`config.mk`:
```
export PLATFORM = sky130hd
export DESIGN_NAME = ps2_scancode_decoder_flat
export DESIGN_NICKNAME = d
export VERILOG_FILES = /design/src/hw/rtl/ps2sc_pkg.sv /design/src/hw/rtl/ps2sc_scan_if.sv /design/src/hw/rtl/ps2sc_event_if.sv /design/src/hw/rtl/ps2_scancode_decoder.sv /design/src/flat_wrapper.sv
export SDC_FILE = /design/constraint.sdc
export NUM_CORES = 1
export LEC_CHECK = 0
export BUFFER_PORTS_ARGS = -buffer_cell sky130_fd_sc_hd__buf_2
export CAP_MARGIN = 25
export CORE_ASPECT_RATIO = 0.7
export CORE_MARGIN = 2
export CORE_UTILIZATION = 40
export DETAILED_ROUTE_END_ITERATION = 12
export GPL_TIMING_DRIVEN = 0
export PLACE_DENSITY = 0.6
export SLEW_MARGIN = 20
export SYNTH_ARGS = -nofsm -noshare
export SYNTH_HDL_FRONTEND = slang
export SYNTH_SLANG_ARGS = --single-unit
export TNS_END_PERCENT = 10
```
`constraint.sdc`:
```
create_clock -name clk -period 1.6 [get_ports clk]
set_input_delay 0 -clock clk [delete_from_list [all_inputs] [get_ports clk]]
set_output_delay 0 -clock clk [all_outputs]
set_load 0.005 [all_outputs]
```
`src/hw/rtl/ps2sc_pkg.sv`:
```
`timescale 1ns / 1ps
`default_nettype none
// ----------------------------------------------------------------------------
// PS/2 scancode decoder package
// Scancode values, modifier bit positions and result codes shared by the
// channel interfaces and the decoder.
// ----------------------------------------------------------------------------
package ps2sc_pkg;

  localparam int unsigned CodeWidth  = 8;
  localparam int unsigned FlagsWidth = 8;

  typedef logic [CodeWidth-1:0]  scan_code_t;
  typedef logic [FlagsWidth-1:0] key_flags_t;

  // Set-2 scancodes that the decoder acts on.
  localparam scan_code_t CodeRelease  = 8'hF0;
  localparam scan_code_t CodeExtend   = 8'hE0;
  localparam scan_code_t CodeCtrl     = 8'h14;
  localparam scan_code_t CodeRShift   = 8'h59;
  localparam scan_code_t CodeNumLock  = 8'h77;
  localparam scan_code_t CodeCapsLock = 8'h58;
  localparam scan_code_t CodeScroll   = 8'h7E;
  localparam scan_code_t CodeAlt      = 8'h11;
  localparam scan_code_t CodeTab      = 8'h0D;

  // Bit positions within the modifier byte.
  localparam int unsigned BitShift    = 0;
  localparam int unsigned BitAlt      = 1;
  localparam int unsigned BitCtrl     = 2;
  localparam int unsigned BitNum      = 4;
  localparam int unsigned BitCaps     = 5;
  localparam int unsigned BitScroll   = 6;
  localparam int unsigned BitExtended = 7;

  typedef enum logic [1:0] {
    EVT_NONE   = 2'd0,
    EVT_CHAR   = 2'd1,
    EVT_FOCUS  = 2'd2
  } event_kind_t;

  typedef enum logic [1:0] {
    TBL_EXTENDED  = 2'd0,
    TBL_CONTROL   = 2'd1,
    TBL_SHIFTED   = 2'd2,
    TBL_UNSHIFTED = 2'd3
  } table_sel_t;

endpackage : ps2sc_pkg
`default_nettype wire

```
`src/hw/rtl/ps2sc_scan_if.sv`:
```
`timescale 1ns / 1ps
`default_nettype none
// ----------------------------------------------------------------------------
// Scancode channel
// Valid/ready channel carrying one raw keyboard byte per transaction.
// ----------------------------------------------------------------------------
interface ps2sc_scan_if;
  logic                  valid;
  logic                  ready;
  ps2sc_pkg::scan_code_t scan_code;

  modport source (output valid, output scan_code, input ready);
  modport sink   (input valid, input scan_code, output ready);
endinterface : ps2sc_scan_if
`default_nettype wire

```
`src/hw/rtl/ps2sc_event_if.sv`:
```
`timescale 1ns / 1ps
`default_nettype none
// ----------------------------------------------------------------------------
// Decoder result channel
// Valid/ready channel carrying one decoded key event per transaction.
// ----------------------------------------------------------------------------
interface ps2sc_event_if;
  logic                   valid;
  logic                   ready;
  ps2sc_pkg::event_kind_t event_kind;
  ps2sc_pkg::table_sel_t  table_select;
  ps2sc_pkg::scan_code_t  key_code;
  ps2sc_pkg::key_flags_t  modifier_flags;

  modport source (output valid, output event_kind, output table_select,
                  output key_code, output modifier_flags, input ready);
  modport sink   (input valid, input event_kind, input table_select,
                  input key_code, input modifier_flags, output ready);
endinterface : ps2sc_event_if
`default_nettype wire

```
`src/hw/rtl/ps2_scancode_decoder.sv`:
```
`timescale 1ns / 1ps
`default_nettype none
// ----------------------------------------------------------------------------
// PS/2 scancode set-2 decoder
// Turns raw keyboard bytes into key events, tracking modifiers and locks.
// ----------------------------------------------------------------------------
//
//  Channel  Direction  Payload                                       Per transaction
//  scan     in         scan_code                                     one keyboard byte
//  result   out        event_kind, table_select, key_code,           one event per byte
//                      modifier_flags
//
// Every accepted byte gives exactly one result transaction, after passing
// through the input register and then the result register.
// One byte is taken in every cycle; the only limit is the result register,
// which frees up in the same cycle that its contents are taken.
// A stall on the result side backs up through the input register to scan.ready.
// Synchronous reset empties both registers and clears the release flag and the
// modifier byte.
//
// The modifier byte holds shift (bit 0), alt (bit 1), ctrl (bit 2), num lock
// (bit 4), caps lock (bit 5), scroll lock (bit 6) and the extended prefix flag
// (bit 7). The decoder state is updated when a byte moves from the input
// register into the result register, so bytes are decoded strictly in order.
// ----------------------------------------------------------------------------
module ps2_scancode_decoder (
  input  wire logic     clk,
  input  wire logic     rst,
  ps2sc_scan_if.sink    scan,
  ps2sc_event_if.source result
);

  // Input register.
  logic                  in_valid;
  ps2sc_pkg::scan_code_t in_code;

  // Decoder state.
  logic                  release_pending;
  logic                  release_pending_next;
  ps2sc_pkg::key_flags_t key_flags;
  ps2sc_pkg::key_flags_t key_flags_next;

  // Result register.
  logic                   out_valid;
  ps2sc_pkg::event_kind_t out_kind;
  ps2sc_pkg::table_sel_t  out_table;
  ps2sc_pkg::scan_code_t  out_code;
  ps2sc_pkg::key_flags_t  out_flags;

  // Decoded values for the byte in the input register.
  ps2sc_pkg::event_kind_t kind_next;
  ps2sc_pkg::table_sel_t  table_next;
  ps2sc_pkg::scan_code_t  code_next;

  logic out_load;
  logic in_load;

  // The result register can take a new event when it is empty or being read.
  assign out_load  = in_valid && (!out_valid || result.ready);
  assign scan.ready = !in_valid || out_load;
  assign in_load   = scan.valid && scan.ready;

  // Decode one byte against the current state.
  always_comb begin
    release_pending_next = release_pending;
    key_flags_next       = key_flags;
    kind_next            = ps2sc_pkg::EVT_NONE;
    table_next           = ps2sc_pkg::TBL_EXTENDED;
    code_next            = '0;

    priority if (in_code == ps2sc_pkg::CodeRelease) begin
      release_pending_next = 1'b1;
    end else if (in_code == ps2sc_pkg::CodeExtend) begin
      key_flags_next[ps2sc_pkg::BitExtended] = 1'b1;
    end else begin
      release_pending_next = 1'b0;
      unique case (in_code)
        ps2sc_pkg::CodeCtrl: begin
          key_flags_next[ps2sc_pkg::BitCtrl] = !release_pending;
        end
        ps2sc_pkg::CodeRShift: begin
          key_flags_next[ps2sc_pkg::BitShift] = !release_pending;
        end
        ps2sc_pkg::CodeAlt: begin
          key_flags_next[ps2sc_pkg::BitAlt] = !release_pending;
        end
        // Lock keys toggle on make only; their break does nothing.
        ps2sc_pkg::CodeNumLock: begin
          key_flags_next[ps2sc_pkg::BitNum] =
            key_flags[ps2sc_pkg::BitNum] ^ !release_pending;
        end
        ps2sc_pkg::CodeCapsLock: begin
          key_flags_next[ps2sc_pkg::BitCaps] =
            key_flags[ps2sc_pkg::BitCaps] ^ !release_pending;
        end
        ps2sc_pkg::CodeScroll: begin
          key_flags_next[ps2sc_pkg::BitScroll] =
            key_flags[ps2sc_pkg::BitScroll] ^ !release_pending;
        end
        default: begin
          // Break codes of ordinary keys are swallowed.
          if (!release_pending) begin
            if (in_code == ps2sc_pkg::CodeTab && key_flags[ps2sc_pkg::BitAlt]) begin
              kind_next = ps2sc_pkg::EVT_FOCUS;
            end else begin
              kind_next = ps2sc_pkg::EVT_CHAR;
              code_next = in_code;
              priority if (key_flags[ps2sc_pkg::BitExtended]) begin
                table_next = ps2sc_pkg::TBL_EXTENDED;
              end else if (key_flags[ps2sc_pkg::BitCtrl]) begin
                table_next = ps2sc_pkg::TBL_CONTROL;
              end else if (key_flags[ps2sc_pkg::BitShift]) begin
                table_next = ps2sc_pkg::TBL_SHIFTED;
              end else begin
                table_next = ps2sc_pkg::TBL_UNSHIFTED;
              end
            end
          end
        end
      endcase
      // The extended prefix applies to exactly one following code.
      key_flags_next[ps2sc_pkg::BitExtended] = 1'b0;
    end
  end

  // Control state.
  always_ff @(posedge clk) begin
    if (rst) begin
      in_valid        <= 1'b0;
      out_valid       <= 1'b0;
      release_pending <= 1'b0;
      key_flags       <= '0;
    end else begin
      if (in_load) begin
        in_valid <= 1'b1;
      end else if (out_load) begin
        in_valid <= 1'b0;
      end
      if (out_load) begin
        out_valid       <= 1'b1;
        release_pending <= release_pending_next;
        key_flags       <= key_flags_next;
      end else if (result.ready) begin
        out_valid <= 1'b0;
      end
    end
  end

  // Payload registers.
  always_ff @(posedge clk) begin
    if (in_load) begin
      in_code <= scan.scan_code;
    end
    if (out_load) begin
      out_kind  <= kind_next;
      out_table <= table_next;
      out_code  <= code_next;
      out_flags <= key_flags_next;
    end
  end

  assign result.valid          = out_valid;
  assign result.event_kind     = out_kind;
  assign result.table_select   = out_table;
  assign result.key_code       = out_code;
  assign result.modifier_flags = out_flags;

endmodule : ps2_scancode_decoder
`default_nettype wire

```
`src/flat_wrapper.sv`:
```
// flat-port wrapper written by rule: the top's interface ports become plain ports
module ps2_scancode_decoder_flat 
  (clk, rst, scan_valid, scan_scan_code, scan_ready, result_valid, result_event_kind, result_table_select, result_key_code, result_modifier_flags, result_ready);
  ps2sc_scan_if scan_i ();
  ps2sc_event_if result_i ();
  input  wire logic clk;
  input  wire logic rst;
  input wire logic [$bits(scan_i.valid)-1:0] scan_valid;
  input wire logic [$bits(scan_i.scan_code)-1:0] scan_scan_code;
  output wire logic [$bits(scan_i.ready)-1:0] scan_ready;
  output wire logic [$bits(result_i.valid)-1:0] result_valid;
  output wire logic [$bits(result_i.event_kind)-1:0] result_event_kind;
  output wire logic [$bits(result_i.table_select)-1:0] result_table_select;
  output wire logic [$bits(result_i.key_code)-1:0] result_key_code;
  output wire logic [$bits(result_i.modifier_flags)-1:0] result_modifier_flags;
  input wire logic [$bits(result_i.ready)-1:0] result_ready;
  assign scan_i.valid = scan_valid;
  assign scan_i.scan_code = scan_scan_code;
  assign scan_ready = scan_i.ready;
  assign result_valid = result_i.valid;
  assign result_event_kind = result_i.event_kind;
  assign result_table_select = result_i.table_select;
  assign result_key_code = result_i.key_code;
  assign result_modifier_flags = result_i.modifier_flags;
  assign result_i.ready = result_ready;
  ps2_scancode_decoder u_core (.clk(clk), .rst(rst), .scan(scan_i), .result(result_i));
endmodule
```
# == After elaboration in Yosys (flattened, before gate mapping) ==
# Cells that the tools add are included.
# totals
register_bits,37
input_bits,12
word_cells,58
# classes
eq_ne,10
n_mux,20
bitwise,3
reduce_logical,15
# op_table
cell,count
"equality test 8 x 7 -> 1 bit, second input constant",4
"equality test 8 x 5 -> 1 bit, second input constant",2
"equality test 8 bit, second input constant",2
2-to-1 mux 1 bit,15
OR reduction 12 bit,1
OR reduction 11 bit,1
OR reduction 10 bit,1
2-to-1 mux 3 bit,3
OR reduction 9 bit,1
"equality test 8 x 4 -> 1 bit, second input constant",1
2-to-1 mux 4 bit,1
nonzero test 2 bit,2
logical AND 1 bit,3
logical NOT 1 bit,3
bitwise XOR 1 bit,3
logical OR 1 bit,2
2-to-1 mux 2 bit,1
"inequality test 2 x 1 -> 1 bit, second input constant",1
AND reduction 2 bit,1

# == Depth between registers and ports, before layout ==
# logic_depth
word_depth,6
depth_mapped,6
ltp_nobuf,5

# == Worst setup path after synthesis ==
# Ideal clock, no wire load.
# synth_timing
path_kind,register to register
startpoint,"register u_core.out_valid, in the netlist u_core.result.valid"
endpoint,register u_core.key_flags[1]
setup_ns,0.087
arrival_time_ns,1.623
required_time_ns,1.513
slack_ns,-0.110
path_stages_with_launch,7
synth_period_minus_slack_ns,1.710
cell_sequence,dfxtp_1 -> nor2b_1 -> nand2b_1 -> clkbuf_1 -> inv_1 -> and2_1 -> o31ai_1
# synth_between
elab_chain_cells,3
# synth_rtl
item,line_no,text
"start, declared",ps2_scancode_decoder.sv:44,logic out_valid;
"start signal, assigned",ps2_scancode_decoder.sv:130,out_valid <= 1'b0;
"start signal, assigned",ps2_scancode_decoder.sv:140,out_valid <= 1'b1;
"start signal, assigned",ps2_scancode_decoder.sv:144,out_valid <= 1'b0;
logical NOT 1 bit,ps2_scancode_decoder.sv:59,assign out_load = in_valid && (!out_valid || result.ready);
logical OR 1 bit,ps2_scancode_decoder.sv:59,
logical AND 1 bit,ps2_scancode_decoder.sv:59,
named net u_core.out_load,ps2_scancode_decoder.sv:55,logic out_load;
"end signal, assigned",ps2_scancode_decoder.sv:142,key_flags <= key_flags_next;
"end, declared",ps2_scancode_decoder.sv:40,ps2sc_pkg::key_flags_t key_flags;
# The timed path passes the listed nets, and every way through them passes these cells.
# A chain may end at the register's enable or synchronous reset.

# == Worst setup path in the final report ==
# layout_timing
startpoint,register u_core.in_code[5]
endpoint,register u_core.key_flags[1]
# layout_between
elab_chain_cells,4
elab_cells_between_ends,6
# layout_rtl
item,line_no,text
"start, declared",ps2_scancode_decoder.sv:35,ps2sc_pkg::scan_code_t in_code;
"start signal, assigned",ps2_scancode_decoder.sv:152,in_code <= scan.scan_code;
equality test 8 x 5 -> 1 bit,ps2_scancode_decoder.sv:77,unique case (in_code)
2-to-1 mux 1 bit,ps2_scancode_decoder.sv:77,
2-to-1 mux 3 bit,ps2_scancode_decoder.sv:73,end else if (in_code == ps2sc_pkg::CodeExtend) begin
2-to-1 mux 3 bit *,ps2_scancode_decoder.sv:71,priority if (in_code == ps2sc_pkg::CodeRelease) begin
# Mark *: on every way between the ends. The rest lies on a longest branch, timed or not.

==> results by stage <==
Power and ir drop:
- The combinational group share of total power is 0.117.
- The largest vdd supply drop is ~470 uV.
- Total power for the finished layout comes to 1.96 mW.
- Of the total power, registers draw 0.558.
- For this design the static power due to leakage is approximately 0.92 nW.
- The switching share of power is 0.221.
- For this design the total switching power over the nets is 434 uW.
- The clock power share is 0.325.
- The internal portion of total power is approximately 1.5 mW.
- The cell area power density is 843 nW/um^2.

Clock network:
- After clock tree synthesis, the clock-pin slew on the worst setup and hold paths is approximately 0.07 ns.
- The number of H-tree levels is 2.
- The buffer depth of the longest clock path is 2.
- The clock latency of the later-clocked register in the worst-skew pair is 0.28 ns.
- The clock drives 37 sinks.
- The TritonCTS clock tree is yes.
- In this run, CTS created clock tree buffers numbering 5.
- The tree is rooted in a sky130_fd_sc_hd__clkbuf_8.

Place:
- Once detailed placement completed, the half-perimeter wirelength came to 1.97 mm.
- The number of port buffers is 32.
- The cell count after placement is between 200 and 250.
- The global placer's final weighted congestion is 0.894.

Yosys:
- The share of the Yosys chip area taken by registers is 0.637.
- The post-synthesis cell area is 1590 um^2.
- Synthesis handed over a netlist of 135 instances.
- Synthesis produced a netlist with a net count of 147.
- In this run, distinct cell masters in the synthesized netlist total 36.
- During synthesis, Yosys emitted a total of 0 warnings.
- In this run, synthesis produced a sequential element count of 37.
- The synthesized area per cell is between 10 and 15 um^2.

Floorplanning:
- From bottom edge to top edge, the die measures around 57 um.
- From left edge to right edge, the die measures 79.3 um.
- The initial utilization of the core area, before any placement, comes to 0.412.
- The die footprint is around 4500 um^2.
- 34 I/O pins were placed.
- In this run the core area contains 19 standard-cell rows.
- The core area is 3850 um^2.

Timing:
- At the pin with the least slew margin, the transition time is approximately 0.57 ns.
- The setup skew after layout is 0.00478 ns.
- The hold violation count in the final report is 0.
- Setup repair after global routing could not meet its margin everywhere.
- The final total negative setup slack is -1.93 ns.
- The count of endpoints failing setup in the final report is 17.
- In this run the tightest slew margin relative to its limit is 0.620.
- Of the available clock period, the critical path in the final layout requires 1.12.
- The smallest setup slack after layout is -0.186 ns.
- The minimum clock period after layout is 1.79 ns.
- The max-slew violation count is 0.
- Timing would allow up to 560 MHz.

Drt:
- The number of design rule violations left after detail routing is 0.
- The detailed router placed 1272 vias in this run.
- In this run the remaining antenna-violating nets after routing total 0.
- After detailed routing, the average wire length per cell comes to 13.6 um.
- Wires add up to ~3.5 mm.
- The first detailed-routing pass ran for 4 iterations.
- The starting DRC count in detailed routing is 70.
- The detailed-route vias per instance is 4.95.

Final layout:
- The repair_antennas step left the layout with diodes totalling 0.
- Across the whole layout, storage elements account for 1010 um^2.
- The net count of the finished layout is 217.
- The number of fill cells is 328.
- Leaving out fill and tap cells, the most frequent cells in the layout are 32 x sky130_fd_sc_hd__buf_2, 27 x sky130_fd_sc_hd__edfxtp_1, 17 x sky130_fd_sc_hd__buf_4.
- The non-filler instance count after layout is 257.
- From synthesis to final layout, the design area changed by 46.8%.
- The most frequent standard cell in the layout excluding fill and tap cells is sky130_fd_sc_hd__buf_2.
- In the final layout, the multi-input gates occupy 681 um^2.
- In the final layout, the share of cells above drive strength 1 is 0.444.

Global route:
- The first global-routing pass estimated 5.20 mm of wire.
- Summed over all layers, the global routing overflow is 0.
- The initial antenna violation count was 0.
- The largest net degree at the start of global routing is 12.
- The overall routing resource usage is 0.154.
- The number of global-route vias before repair is 1086.

Run status:
- The run finished, with violations left.
- The checks that failed: setup timing.

Setup path:
- Traced cell by cell, the critical path runs through or4b_4, nor4_4, and2_4, o31ai_2.
- The slowest stage of the critical path belongs to the cell sky130_fd_sc_hd__or4b_4.
- The startpoint-to-endpoint class of the critical path is flop to flop.
- For the worst setup path, the data arrival time is 1.94 ns.
- Data on the critical path is required at its endpoint by about 1.8 ns.
- The delay contributed by the slowest stage of the critical path is 0.59 ns.
- STA classifies the critical path endpoint as a flop.
- The worst setup path is launched from a flop.
- In this run the worst path has a maximum fanout of 3.

Worst hold path:
- The tightest min-delay check is of the primary input to flop type.

Run:
- The number of max-capacitance violations reported is 0.
critical path, delay by kind of cell, from the launching register on:
family	cells	cell delay, ns
AND/OR/NAND/NOR	3	1.15
flip-flops	1	0.44
AO/OA/AOI/OAI	1	0.06
final timing paths:
kind | start | to | slack, ns | cells past startpoint
max | u_core.in_code[5] | u_core.key_flags[1] | -0.19 | 4
max reg2reg | u_core.in_code[5] | u_core.key_flags[1] | -0.19 | 4
min | result_ready | u_core.result.valid | 0.03 | 4
min reg2reg | u_core.key_flags[4] | u_core.key_flags[4] | 0.51 | 2
registers in the layout, summed over array words and instances (netlist names):
signal and cells:
u_core.result.key_code 8, u_core.key_flags 7, u_core.release_pending 1, u_core.result.table_select 2, u_core.in_code 8, u_core.result.modifier_flags 7, u_core.result.valid 1, u_core.result.event_kind 2
u_core.in_valid 1
timing repair:
action,in CTS,in global routing
hold endpoints to repair,9,0
endpoints found under the setup margin,40,42
hold buffers,9,0
gates resized for setup,7,26
cloned,2,0
pin swaps,8,23
setup buffers,5,15
power by group through the flow:
stage / sequential (mW) / combinational, mW / clock (mW)
6_report: 1.10 / 0.230 / 0.638
3_3_place_gp: 1.12 / 0.135 / 0
4_1_cts: 1.10 / 0.178 / 0.654
5_1_grt: 1.10 / 0.249 / 0.711
3_5_place_dp: 1.12 / 0.137 / 0
2_1_floorplan: 1.12 / 0.0825 / 0
synthesized netlist by cell type:
cell | n | area [um^2]
sky130_fd_sc_hd__nor3_1 | 2 | 10.0
sky130_fd_sc_hd__nor4b_1 | 1 | 8.76
sky130_fd_sc_hd__conb_1 | 1 | 3.75
sky130_fd_sc_hd__edfxtp_1 | 27 | 811
sky130_fd_sc_hd__a31oi_1 | 1 | 6.26
sky130_fd_sc_hd__or4_1 | 2 | 15.0
sky130_fd_sc_hd__nand2b_1 | 4 | 25.0
sky130_fd_sc_hd__buf_4 | 2 | 15.0
sky130_fd_sc_hd__xor2_1 | 4 | 35.0
sky130_fd_sc_hd__nand3_1 | 2 | 10.0
sky130_fd_sc_hd__or3_4 | 1 | 11.3
sky130_fd_sc_hd__and3b_1 | 1 | 8.76
sky130_fd_sc_hd__dfxtp_1 | 10 | 200
sky130_fd_sc_hd__nor2b_1 | 5 | 31.3
sky130_fd_sc_hd__o31ai_1 | 3 | 22.5
sky130_fd_sc_hd__a22oi_1 | 1 | 7.51
sky130_fd_sc_hd__inv_1 | 6 | 22.5
sky130_fd_sc_hd__nand2_1 | 8 | 30.0
sky130_fd_sc_hd__mux2_2 | 1 | 11.3
sky130_fd_sc_hd__o21a_1 | 1 | 7.51
sky130_fd_sc_hd__and3_1 | 3 | 18.8
sky130_fd_sc_hd__a211o_1 | 1 | 8.76
sky130_fd_sc_hd__or3_1 | 2 | 12.5
sky130_fd_sc_hd__nor4b_2 | 1 | 15.0
sky130_fd_sc_hd__clkbuf_1 | 3 | 11.3
sky130_fd_sc_hd__or4b_1 | 1 | 10.0
sky130_fd_sc_hd__and2_1 | 2 | 12.5
sky130_fd_sc_hd__o211ai_2 | 1 | 12.5
sky130_fd_sc_hd__nor4_2 | 1 | 12.5
sky130_fd_sc_hd__and4b_1 | 1 | 10.0
sky130_fd_sc_hd__mux2i_1 | 1 | 10.0
sky130_fd_sc_hd__nand4_1 | 4 | 25.0
sky130_fd_sc_hd__o21ai_0 | 4 | 20.0
sky130_fd_sc_hd__a21oi_1 | 9 | 45.0
sky130_fd_sc_hd__nor2_1 | 17 | 63.8
sky130_fd_sc_hd__nor4_1 | 1 | 6.26
metrics by stage:
| step | setup slack, ns | util | area (um^2) | hold slack [ns] |
|---|---|---|---|---|
| 2_1_floorplan | -0.0453 | - | 1620 | 0.0989 |
| 3_3_place_gp | -0.211 | 0.479 | 1840 | 0.176 |
| 3_5_place_dp | -0.298 | 0.479 | 1840 | 0.178 |
| 4_1_cts | -0.168 | 0.546 | 2100 | 0.0280 |
| 5_1_grt | -0.293 | 0.605 | 2330 | 0.0403 |
| 6_report | -0.186 | 0.605 | 2330 | 0.0272 |
kinds of logic (layout without fill, tap and decap cells):
kind of cell	count (synthesis)	after routing	share of synthesized area
compound gates	21	22	0.0820
xor+xnor	4	4	0.0221
buf+inv	11	80	0.0308
flops	37	37	0.637
mux	2	2	0.0134
other cells	1	1	0.00236
simple gates	59	59	0.212
per-layer routing:
metal | global-route usage | routed length [um] | up-vias
met5 | 0 | 0 | -
met4 | 0.0591 | 40 | 0
met3 | 0.0434 | 225 | 5
met2 | 0.223 | 1630 | 46
met1 | 0.218 | 1590 | 591
li1 | - | - | 630
layout make-up:
type	instances	area share
Tap cell	52	0.0279
Inverter	6	0.0113
Timing Repair Buffer	61	0.182
Timing Repair inverter	1	0.00322
Sequential cell	37	0.434
Buffer	5	0.0129
Clock buffer	7	0.0371
Multi-Input combinational cell	88	0.292
No activity file was read; power rests on OpenSTA's default activity.
